### config.mk
export PLATFORM = sky130hd
export DESIGN_NAME = ir_pointer_calibrate_and_map
export DESIGN_NICKNAME = d
export VERILOG_FILES = /design/src/rtl/irp_pkg.sv /design/src/rtl/irp_div.sv /design/src/rtl/irp_sqrt.sv /design/src/rtl/irp_mul.sv /design/src/rtl/ir_pointer_calibrate_and_map.sv
export SDC_FILE = /design/constraint.sdc
export NUM_CORES = 2
export LEC_CHECK = 0
export BUFFER_PORTS_ARGS = -buffer_cell sky130_fd_sc_hd__clkbuf_2
export CORE_ASPECT_RATIO = 0.6
export CORE_MARGIN = 5
export CORE_UTILIZATION = 65
export CTS_CLUSTER_DIAMETER = 100
export DETAILED_ROUTE_END_ITERATION = 8
export GPL_TIMING_DRIVEN = 0
export PLACE_DENSITY = 0.83
export SYNTH_ARGS = -nofsm -noshare
export SYNTH_HDL_FRONTEND = slang
export SYNTH_SLANG_ARGS = --single-unit
### constraint.sdc
create_clock -name clk -period 17.8 [get_ports clk]
set_input_delay 3.56 -clock clk [delete_from_list [all_inputs] [get_ports clk]]
set_output_delay 3.56 -clock clk [all_outputs]
set_load 0.02 [all_outputs]
### src/rtl/irp_pkg.sv
// Shared types and constants for the IR pointer calibrate-and-map block.
package irp_pkg;

  localparam int CNT_W = 16;
  localparam int POS_W = 8;

  localparam logic OP_CAL = 1'b0;
  localparam logic OP_MAP = 1'b1;

  localparam logic ST_OK   = 1'b0;
  localparam logic ST_FAIL = 1'b1;

  localparam logic [3:0] NOT_SEEN_SIZE = 4'd15;

  // paddr[2] selects the register word
  localparam logic CAL_SAMPLES_IDX = 1'b0;
  localparam logic [CNT_W-1:0] CAL_SAMPLES_RST = 16'd16;

  typedef struct packed {
    logic busy;
    logic done;
  } unit_stat_t;

endpackage

### src/rtl/irp_div.sv
// Restoring divider, one quotient bit per cycle.
module irp_div #(
  parameter int NW = 38,
  parameter int DW = 20
) (
  input  logic              clk,
  input  logic              rst,
  input  logic              start,
  input  logic [NW-1:0]     num,
  input  logic [DW-1:0]     den,
  output logic [NW-1:0]     quo,
  output irp_pkg::unit_stat_t stat
);

  localparam int CW = $clog2(NW + 1);

  logic [NW-1:0] q;
  logic [DW-1:0] r;
  logic [DW-1:0] d;
  logic [CW-1:0] cnt;
  logic          busy;
  logic          done;
  logic [DW:0]   r_sh;
  logic          ge;
  logic [DW:0]   r_sub;

  always_comb begin
    r_sh  = {r, q[NW-1]};
    ge    = (r_sh >= {1'b0, d});
    r_sub = r_sh - {1'b0, d};
  end

  always_ff @(posedge clk) begin
    if (rst) begin
      busy <= 1'b0;
      done <= 1'b0;
      cnt  <= '0;
    end else begin
      done <= 1'b0;
      if (start) begin
        q    <= num;
        d    <= den;
        r    <= '0;
        cnt  <= CW'(NW);
        busy <= 1'b1;
      end else if (busy) begin
        q   <= {q[NW-2:0], ge};
        r   <= ge ? r_sub[DW-1:0] : r_sh[DW-1:0];
        cnt <= cnt - 1'b1;
        if (cnt == CW'(1)) begin
          busy <= 1'b0;
          done <= 1'b1;
        end
      end
    end
  end

  assign quo       = q;
  assign stat.busy = busy;
  assign stat.done = done;

endmodule

### src/rtl/irp_sqrt.sv
// Digit-by-digit integer square root, one root bit per cycle.
module irp_sqrt #(
  parameter int RW = 38
) (
  input  logic                clk,
  input  logic                rst,
  input  logic                start,
  input  logic [RW-1:0]       rad,
  output logic [RW/2-1:0]     root,
  output irp_pkg::unit_stat_t stat
);

  localparam int HW = RW / 2;
  localparam int CW = $clog2(HW + 1);

  logic [RW-1:0]   v;
  logic [HW-1:0]   rt;
  logic [HW+1:0]   rem;
  logic [CW-1:0]   cnt;
  logic            busy;
  logic            done;
  logic [HW+1:0]   rem_sh;
  logic [HW+1:0]   trial;
  logic            ge;

  always_comb begin
    rem_sh = {rem[HW-1:0], v[RW-1:RW-2]};
    trial  = {rt, 2'b01};
    ge     = (rem_sh >= trial);
  end

  always_ff @(posedge clk) begin
    if (rst) begin
      busy <= 1'b0;
      done <= 1'b0;
      cnt  <= '0;
    end else begin
      done <= 1'b0;
      if (start) begin
        v    <= rad;
        rt   <= '0;
        rem  <= '0;
        cnt  <= CW'(HW);
        busy <= 1'b1;
      end else if (busy) begin
        v   <= {v[RW-3:0], 2'b00};
        rem <= ge ? rem_sh - trial : rem_sh;
        rt  <= {rt[HW-2:0], ge};
        cnt <= cnt - 1'b1;
        if (cnt == CW'(1)) begin
          busy <= 1'b0;
          done <= 1'b1;
        end
      end
    end
  end

  assign root      = rt;
  assign stat.busy = busy;
  assign stat.done = done;

endmodule

### src/rtl/irp_mul.sv
// Shift-and-add multiplier, one multiplier bit per cycle.
module irp_mul #(
  parameter int W = 32
) (
  input  logic                clk,
  input  logic                rst,
  input  logic                start,
  input  logic [W-1:0]        a,
  input  logic [W-1:0]        b,
  output logic [2*W-1:0]      prod,
  output irp_pkg::unit_stat_t stat
);

  localparam int CW = $clog2(W + 1);

  logic [W-1:0]   ar;
  logic [2*W-1:0] p;
  logic [CW-1:0]  cnt;
  logic           busy;
  logic           done;
  logic [W:0]     sum;

  always_comb begin
    sum = {1'b0, p[2*W-1:W]} + (p[0] ? {1'b0, ar} : '0);
  end

  always_ff @(posedge clk) begin
    if (rst) begin
      busy <= 1'b0;
      done <= 1'b0;
      cnt  <= '0;
    end else begin
      done <= 1'b0;
      if (start) begin
        ar   <= a;
        p    <= {{W{1'b0}}, b};
        cnt  <= CW'(W);
        busy <= 1'b1;
      end else if (busy) begin
        p   <= {sum, p[W-1:1]};
        cnt <= cnt - 1'b1;
        if (cnt == CW'(1)) begin
          busy <= 1'b0;
          done <= 1'b1;
        end
      end
    end
  end

  assign prod      = p;
  assign stat.busy = busy;
  assign stat.done = done;

endmodule

### src/rtl/ir_pointer_calibrate_and_map.sv
// Top level: IR pointer corner calibration and two-dot position mapping.
//
//  channel   | direction | handshake             | payload
//  ----------+-----------+-----------------------+----------------------------------
//  s_axis    | in        | tvalid / tready       | tuser opcode, tdata dots
//  m_axis    | out       | tvalid / tready       | tuser status, tdata pos_x, pos_y
//  apb       | in        | psel/penable, pready=1| cal_samples at byte address 0
//
// One request at a time; s_axis_tready is high only while the sequencer is idle.
// Calibrate: accumulate one sample, then four divides when the target is reached.
// Map: six squares, a check, a root, a divide, a square, a root and the output.
// Result sits in an output register, so a stalled m_axis only holds the next
// request at its last step. Synchronous active-high reset clears control and calibration state.
module ir_pointer_calibrate_and_map #(
  parameter int COORD_BITS = 10,
  parameter int FRAC_BITS  = 8
) (
  input  logic clk,
  input  logic rst,
  input  logic        psel,
  input  logic        penable,
  input  logic        pwrite,
  input  logic [2:0]  paddr,
  input  logic [31:0] pwdata,
  output logic [31:0] prdata,
  output logic        pready,
  input  logic        s_axis_tvalid,
  output logic        s_axis_tready,
  // dot0_x, dot0_y, dot0_s, dot1_x, dot1_y, dot1_s, zero pad
  input  logic [((4*COORD_BITS+8+7)/8)*8-1:0] s_axis_tdata,
  // opcode
  input  logic        s_axis_tuser,
  output logic        m_axis_tvalid,
  input  logic        m_axis_tready,
  // pos_x, pos_y
  output logic [2*irp_pkg::POS_W-1:0] m_axis_tdata,
  // status
  output logic        m_axis_tuser
);

  localparam int C     = COORD_BITS;
  localparam int F     = FRAC_BITS;
  localparam int SW    = C + irp_pkg::CNT_W;
  localparam int DSQW  = 2 * C + 1;
  localparam int NUMW  = 2 * C + 2;
  localparam int NUMSW = 2 * C + 3;
  localparam int DVW   = (SW > NUMW + 2 * F) ? SW : NUMW + 2 * F;
  localparam int DDW   = (irp_pkg::CNT_W > C + F + 2) ? irp_pkg::CNT_W : C + F + 2;
  localparam int RW    = 2 * C + 2 + 2 * F;
  localparam int HW    = RW / 2;
  localparam int XW    = (DVW > 32) ? 32 : DVW;
  localparam int MW    = 2 * XW;
  localparam int CMPW  = (DSQW + 2 * F > MW) ? DSQW + 2 * F : MW;
  localparam int PW    = irp_pkg::POS_W;

  typedef enum logic [3:0] {
    ST_IDLE, ST_CAL_SUM, ST_CAL_DIV, ST_CAL_WAIT, ST_MAP_SQ, ST_MAP_CHK,
    ST_D_WAIT, ST_X_WAIT, ST_M_WAIT, ST_Y_WAIT, ST_RESULT
  } state_t;

  state_t state;

  logic [irp_pkg::CNT_W-1:0] cal_samples;
  logic                      calib_done;
  logic [irp_pkg::CNT_W-1:0] visible_count;
  logic [SW-1:0]             sum_x_first, sum_y_first, sum_x_second, sum_y_second;
  logic [C-1:0]              corner_x0, corner_y0, corner_x1, corner_y1;
  logic [1:0]                idx;
  logic [2:0]                k;

  logic [C-1:0]  x0, y0, x1, y1;
  logic [3:0]    s0, s1;

  logic [DSQW-1:0] d1sq, d2sq, dsq;
  logic [NUMW-1:0] num_u;
  logic [XW-1:0]   x_q;

  logic          res_status;
  logic [PW-1:0] res_x, res_y;

  logic             div_start, sq_start, mul_start;
  logic [DVW-1:0]   div_num;
  logic [DDW-1:0]   div_den;
  logic [RW-1:0]    sq_rad;
  logic [DVW-1:0]   div_quo;
  logic [HW-1:0]    sq_root;
  logic [MW-1:0]    mul_prod;
  irp_pkg::unit_stat_t div_stat, sq_stat, mul_stat;

  logic                      cfg_wr;
  logic                      vis;
  logic [irp_pkg::CNT_W-1:0] cnt_new;
  logic [irp_pkg::CNT_W-1:0] target;
  logic [SW-1:0]             sum_sel;
  logic [C-1:0]              sq_a, sq_b;
  logic [C:0]                diff, mag;
  logic [2*C-1:0]            sqr;
  logic signed [NUMSW-1:0]   num_s;
  logic [CMPW-1:0]           arg_c, sq_c;
  logic [XW-1:0]             xs;
  logic [HW-1:0]             ys;

  irp_div #(.NW(DVW), .DW(DDW)) u_div (
    .clk(clk), .rst(rst), .start(div_start), .num(div_num), .den(div_den),
    .quo(div_quo), .stat(div_stat)
  );

  irp_sqrt #(.RW(RW)) u_sqrt (
    .clk(clk), .rst(rst), .start(sq_start), .rad(sq_rad),
    .root(sq_root), .stat(sq_stat)
  );

  irp_mul #(.W(XW)) u_mul (
    .clk(clk), .rst(rst), .start(mul_start), .a(x_q), .b(x_q),
    .prod(mul_prod), .stat(mul_stat)
  );

  assign pready        = 1'b1;
  assign cfg_wr        = psel && penable && pwrite && pready;
  assign prdata        = (paddr[2] == irp_pkg::CAL_SAMPLES_IDX) ? 32'(cal_samples) : '0;
  assign s_axis_tready = (state == ST_IDLE);

  always_comb begin
    vis = (x0 != '1) && (y0 != '1) && (s0 != irp_pkg::NOT_SEEN_SIZE) &&
          (x1 != '1) && (y1 != '1) && (s1 != irp_pkg::NOT_SEEN_SIZE);
    cnt_new = vis ? visible_count + 1'b1 : visible_count;
    target  = (cal_samples == '0) ? irp_pkg::CNT_W'(1) : cal_samples;
    case (idx)
      2'd0:    sum_sel = sum_x_first;
      2'd1:    sum_sel = sum_y_first;
      2'd2:    sum_sel = sum_x_second;
      default: sum_sel = sum_y_second;
    endcase
    case (k)
      3'd0:    begin sq_a = corner_x0; sq_b = x0; end
      3'd1:    begin sq_a = corner_y0; sq_b = y0; end
      3'd2:    begin sq_a = corner_x1; sq_b = x1; end
      3'd3:    begin sq_a = corner_y1; sq_b = y1; end
      3'd4:    begin sq_a = corner_x0; sq_b = corner_x1; end
      3'd5:    begin sq_a = corner_y0; sq_b = corner_y1; end
      default: begin sq_a = '0; sq_b = '0; end
    endcase
    diff  = {1'b0, sq_a} - {1'b0, sq_b};
    mag   = diff[C] ? -diff : diff;
    sqr   = mag[C-1:0] * mag[C-1:0];
    num_s = signed'(NUMSW'(d1sq)) - signed'(NUMSW'(d2sq)) + signed'(NUMSW'(dsq));
    arg_c = CMPW'(d1sq) << (2 * F);
    sq_c  = CMPW'(mul_prod);
    xs    = x_q >> F;
    ys    = sq_root >> F;
  end

  always_ff @(posedge clk) begin
    if (rst) begin
      state         <= ST_IDLE;
      cal_samples   <= irp_pkg::CAL_SAMPLES_RST;
      calib_done    <= 1'b0;
      visible_count <= '0;
      sum_x_first   <= '0;
      sum_y_first   <= '0;
      sum_x_second  <= '0;
      sum_y_second  <= '0;
      corner_x0     <= '0;
      corner_y0     <= '0;
      corner_x1     <= '0;
      corner_y1     <= '0;
      idx           <= '0;
      k             <= '0;
      m_axis_tvalid <= 1'b0;
      div_start     <= 1'b0;
      sq_start      <= 1'b0;
      mul_start     <= 1'b0;
    end else begin
      // start strobes last one cycle; no state issues a start right after one
      if (div_start) begin
        div_start <= 1'b0;
      end
      if (sq_start) begin
        sq_start <= 1'b0;
      end
      if (mul_start) begin
        mul_start <= 1'b0;
      end
      if (cfg_wr && paddr[2] == irp_pkg::CAL_SAMPLES_IDX) begin
        cal_samples <= pwdata[irp_pkg::CNT_W-1:0];
      end
      if (m_axis_tvalid && m_axis_tready && state != ST_RESULT) begin
        m_axis_tvalid <= 1'b0;
      end
      case (state)
        ST_IDLE: begin
          if (s_axis_tvalid) begin
            x0 <= s_axis_tdata[C-1:0];
            y0 <= s_axis_tdata[2*C-1:C];
            s0 <= s_axis_tdata[2*C+3:2*C];
            x1 <= s_axis_tdata[3*C+3:2*C+4];
            y1 <= s_axis_tdata[4*C+3:3*C+4];
            s1 <= s_axis_tdata[4*C+7:4*C+4];
            res_status <= irp_pkg::ST_FAIL;
            res_x <= '0;
            res_y <= '0;
            k     <= '0;
            idx   <= '0;
            state <= (s_axis_tuser == irp_pkg::OP_CAL) ? ST_CAL_SUM : ST_MAP_SQ;
          end
        end
        ST_CAL_SUM: begin
          if (calib_done) begin
            state <= ST_RESULT;
          end else begin
            if (vis) begin
              sum_x_first   <= sum_x_first + SW'(x0);
              sum_y_first   <= sum_y_first + SW'(y0);
              sum_x_second  <= sum_x_second + SW'(x1);
              sum_y_second  <= sum_y_second + SW'(y1);
              visible_count <= cnt_new;
            end
            state <= (cnt_new >= target) ? ST_CAL_DIV : ST_RESULT;
          end
        end
        ST_CAL_DIV: begin
          div_num   <= DVW'(sum_sel);
          div_den   <= DDW'(visible_count);
          div_start <= 1'b1;
          state     <= ST_CAL_WAIT;
        end
        ST_CAL_WAIT: begin
          if (div_stat.done) begin
            case (idx)
              2'd0:    corner_x0 <= div_quo[C-1:0];
              2'd1:    corner_y0 <= div_quo[C-1:0];
              2'd2:    corner_x1 <= div_quo[C-1:0];
              default: corner_y1 <= div_quo[C-1:0];
            endcase
            if (idx == 2'd3) begin
              calib_done <= 1'b1;
              res_status <= irp_pkg::ST_OK;
              state      <= ST_RESULT;
            end else begin
              idx   <= idx + 1'b1;
              state <= ST_CAL_DIV;
            end
          end
        end
        ST_MAP_SQ: begin
          case (k)
            3'd0:    d1sq <= DSQW'(sqr);
            3'd1:    d1sq <= d1sq + DSQW'(sqr);
            3'd2:    d2sq <= DSQW'(sqr);
            3'd3:    d2sq <= d2sq + DSQW'(sqr);
            3'd4:    dsq  <= DSQW'(sqr);
            default: dsq  <= dsq + DSQW'(sqr);
          endcase
          k <= k + 1'b1;
          if (k == 3'd5) begin
            state <= ST_MAP_CHK;
          end
        end
        ST_MAP_CHK: begin
          if (dsq == '0 || num_s[NUMSW-1]) begin
            state <= ST_RESULT;
          end else begin
            num_u    <= num_s[NUMW-1:0];
            sq_rad   <= RW'(dsq) << (2 * F);
            sq_start <= 1'b1;
            state    <= ST_D_WAIT;
          end
        end
        ST_D_WAIT: begin
          if (sq_stat.done) begin
            if (sq_root == '0) begin
              state <= ST_RESULT;
            end else begin
              div_num   <= DVW'(num_u) << (2 * F);
              div_den   <= DDW'({sq_root, 1'b0});
              div_start <= 1'b1;
              state     <= ST_X_WAIT;
            end
          end
        end
        ST_X_WAIT: begin
          if (div_stat.done) begin
            if ((div_quo >> 32) != '0) begin
              state <= ST_RESULT;
            end else begin
              x_q       <= div_quo[XW-1:0];
              mul_start <= 1'b1;
              state     <= ST_M_WAIT;
            end
          end
        end
        ST_M_WAIT: begin
          if (mul_stat.done) begin
            if (arg_c < sq_c) begin
              state <= ST_RESULT;
            end else begin
              sq_rad   <= RW'(arg_c - sq_c);
              sq_start <= 1'b1;
              state    <= ST_Y_WAIT;
            end
          end
        end
        ST_Y_WAIT: begin
          if (sq_stat.done) begin
            res_status <= irp_pkg::ST_OK;
            res_x      <= (xs > XW'(255)) ? '1 : xs[PW-1:0];
            res_y      <= (ys > HW'(255)) ? '1 : ys[PW-1:0];
            state      <= ST_RESULT;
          end
        end
        ST_RESULT: begin
          if (!m_axis_tvalid || m_axis_tready) begin
            m_axis_tvalid <= 1'b1;
            m_axis_tuser  <= res_status;
            m_axis_tdata  <= {res_y, res_x};
            state         <= ST_IDLE;
          end
        end
        default: state <= ST_IDLE;
      endcase
    end
  end

`ifndef SYNTH
  a_done_sticky: assert property (@(posedge clk) disable iff (rst)
    !$fell(calib_done))
    else $error("calibration flag dropped");

  a_ok_needs_cal: assert property (@(posedge clk) disable iff (rst)
    m_axis_tvalid && (m_axis_tuser == irp_pkg::ST_OK) |-> calib_done)
    else $error("success reported before calibration");

  a_fail_zero: assert property (@(posedge clk) disable iff (rst)
    m_axis_tvalid && (m_axis_tuser == irp_pkg::ST_FAIL) |-> (m_axis_tdata == '0))
    else $error("failed result carries a position");

  a_div_idle: assert property (@(posedge clk) disable iff (rst)
    div_start |-> !div_stat.busy)
    else $error("divider started while busy");
`endif

endmodule
==> results.json <==
{
  "status": "finished with violations",
  "failed_checks": "design-rule violations",
  "cts_root_buf": "clkbuf_16",
  "synth_cell_types": 92,
  "yosys_warnings": 0,
  "worst_pin_slew_ps": 1180,
  "start_util_pct": 65.9,
  "synth_seq_cells": 758,
  "cts.path.max_buffers": 3,
  "firstDrtPassIters": 9,
  "pre_cts_ws_ps": 4670,
  "port_buffers": 105,
  "overflow": 0,
  "routabilityCongestion": 0.959,
  "synth-seq-area-share_pct": 45.7,
  "clk_pin_slew_ps": 70,
  "grt_usage_pct": 32.3,
  "crit_slowest_cell": "xnor2_1",
  "drive_above_1_share_pct": 9.12,
  "wl_per_cell_um": 21.7,
  "die_area_mm2": 0.0750,
  "drv_slew": 0,
  "cpPeakStageDelay_ps": 620,
  "drtIter0Drc": 5310,
  "clk_latency_ps": 650,
  "finalCritPeriodShare_pct": 75.4,
  "startpoint_type": "flop",
  "final_antenna_net_count": 0,
  "synthFlopType": "edfxtp_1",
  "endpoint_kind": "flop",
  "crit_fanout": 10,
  "place_hpwl_um": 93800,
  "grt_max_degree": 39,
  "max_freq_mhz": 74.5,
  "cts_setup_buffers": 0,
  "cts_htree_levels": 3,
  "cp_common_cell": "fa_1",
  "async_reset_ff_share_pct": 0,
  "hold_violations": 0,
  "crit_required_ps": 18180,
  "drc_errors": 22,
  "cp_num_buf_inv": 10,
  "via_count": 36155,
  "rsz0062_at_grt": "no",
  "cap_violations": 0,
  "cts_tree": "done",
  "avgSynthCellArea_um2": 10.0,
  "finish.net_count": 5188,
  "hold_buffers": 0,
  "synth_edf_count": 545,
  "holdWs_ps": 410,
  "period_needed_ps": 13430,
  "grt_antenna_before_repair": 0,
  "cts.sinks": 758,
  "crit_family": "adder cells",
  "coreArea_mm2": 0.0684,
  "grt_pass1_vias": 34067,
  "setup_violations": 0,
  "worst_slack_ps": 4370,
  "final.setup_skew_ps": 26.3,
  "netlist_area_mm2": 0.0451,
  "rows": 74,
  "fin_tns_setup_ps": 0,
  "maxSlewHeadroom_pct": 21.6,
  "dieHeight_um": 214,
  "antenna_cells": 0,
  "synth.top_cell.area_share_pct": 36.3,
  "design_area_mm2": 0.0498,
  "hp-class": "reg2reg",
  "area_growth_syn_to_layout_pct": 10.3,
  "n_fill_cell": 4814,
  "synthTopCellsByArea": "edfxtp_1 36%, dfxtp_1 9.5%, ha_1 9.1%",
  "dpl_cell_area_mm2": 0.0473,
  "wl_um": 123000,
  "post_cts_resized": 0,
  "grt_first_pass_wirelength_um": 191000,
  "path_class": "reg2reg",
  "synthCells": 4496,
  "cp.arrival_ps": 13810,
  "netlist.top_cell.by_area": "edfxtp_1",
  "cts_buffers": 71,
  "avgViaCountPerCell": 6.37,
  "io_pins": 143,
  "fp.dieW_um": 350
}
-- sequential cells by signal, summed over array words and instances (netlist names), 21 cells and up --
signal / flops
sum_y_second: 26
u_mul.prod: 64
u_sqrt.v: 38
d2sq: 21
d1sq: 21
x_q: 32
sum_x_second: 26
u_div.quo: 38
div_num: 38
sum_x_first: 26
u_mul.ar: 32
num_u: 22
sq_rad: 38
sum_y_first: 26
dsq: 21
-- kinds of logic (layout without fill, tap and decap cells) --
logic type,after synthesis,count (layout),share of synthesized area [%]
adder cells (fa/ha/maj),386,386,11.7
other,2,17,0.0166
flip-flops,758,758,45.7
XOR/XNOR,324,324,6.34
AO/OA/AOI/OAI,1048,1048,14.8
buffers and inverters,490,747,4.23
AND/OR/NAND/NOR,1355,1355,13.9
multiplexers,133,133,3.28
-- placed cells by master (no fill, tap or decap), types with 33 or more instances in the layout --
master	n
edfxtp_1	545
nor2_1	447
nand2_1	362
a21oi_1	350
ha_1	329
inv_1	306
dfxtp_1	213
o21ai_0	208
xnor2_1	163
xor2_1	159
clkbuf_1	152
mux2_2	114
nand3_1	113
a21o_1	107
clkbuf_2	105
nor3_1	76
and3_1	74
clkbuf_16	74
fa_1	57
o21a_1	50
and2_1	49
nor2b_1	40
a222oi_1	37
o21bai_1	36
a211oi_1	34
a31oi_1	33
-- per-layer routing --
metal / part of all wire (%) / routed length [um] / up-vias / global-route usage (%)
met5: 0 / 0 / - / 0
met4: 2.5 / 3090 / 0 / 8.01
met3: 14 / 16700 / 236 / 8.63
met2: 40 / 49600 / 2179 / 44.7
met1: 44 / 53800 / 17155 / 50.3
li1: - / - / 16585 / -
-- stage by stage --
step           cells  utilization, %
2_1_floorplan   4511               -
3_3_place_gp    5528            68.5
3_5_place_dp    5550            69.1
4_1_cts         5680            72.7
5_1_grt         5680            72.7
6_report        5680            72.7
-- worst register-to-register path: cells and delay by family (launching register included) --
kind,cells,cell delay [ps]
compound gates,15,3480
xor+xnor,4,1430
fa+ha+maj,10,4310
buf+inv,10,2720
flops,1,310
simple gates,5,920
-- synthesized netlist by cell type (57+ instances only) --
cell	count
edfxtp_1	545
nor2_1	452
nand2_1	362
a21oi_1	352
ha_1	329
inv_1	306
dfxtp_1	213
o21ai_0	208
xnor2_1	163
xor2_1	159
clkbuf_1	141
mux2_2	114
nand3_1	113
a21o_1	107
nor3_1	78
and3_1	75
fa_1	57
-- worst paths after layout --
path,slack [ps],cells after the start,endpoint,start
setup / recovery,4370,44,d1sq[20]$_SDFFCE_PP0P_,k[2]$_SDFFE_PP0P_
hold / removal,410,0,u_div.d[16]$_DFFE_PP_,div_den[16]$_SDFFCE_PN0P_
setup reg to reg,4370,44,d1sq[20]$_SDFFCE_PP0P_,k[2]$_SDFFE_PP0P_
hold reg to reg,410,0,u_div.d[16]$_DFFE_PP_,div_den[16]$_SDFFCE_PN0P_
-- area by class of cell --
| type | count | area (um2) | area share [%] |
|---|---|---|---|
| multi-input cells | 3263 | 22700 | 45.7 |
| inverters | 306 | 1150 | 2.31 |
| flip-flops and latches | 758 | 20600 | 41.5 |
| plain buffers | 184 | 761 | 1.53 |
| clock buffers | 91 | 1980 | 3.97 |
| clock inverters | 39 | 503 | 1.01 |
| repair buffers | 127 | 878 | 1.77 |
| well taps | 912 | 1140 | 2.29 |
Power is left out: the tool's default activity adds up to more than one toggle a clock period on the data nets, which glitch-free logic cannot reach.
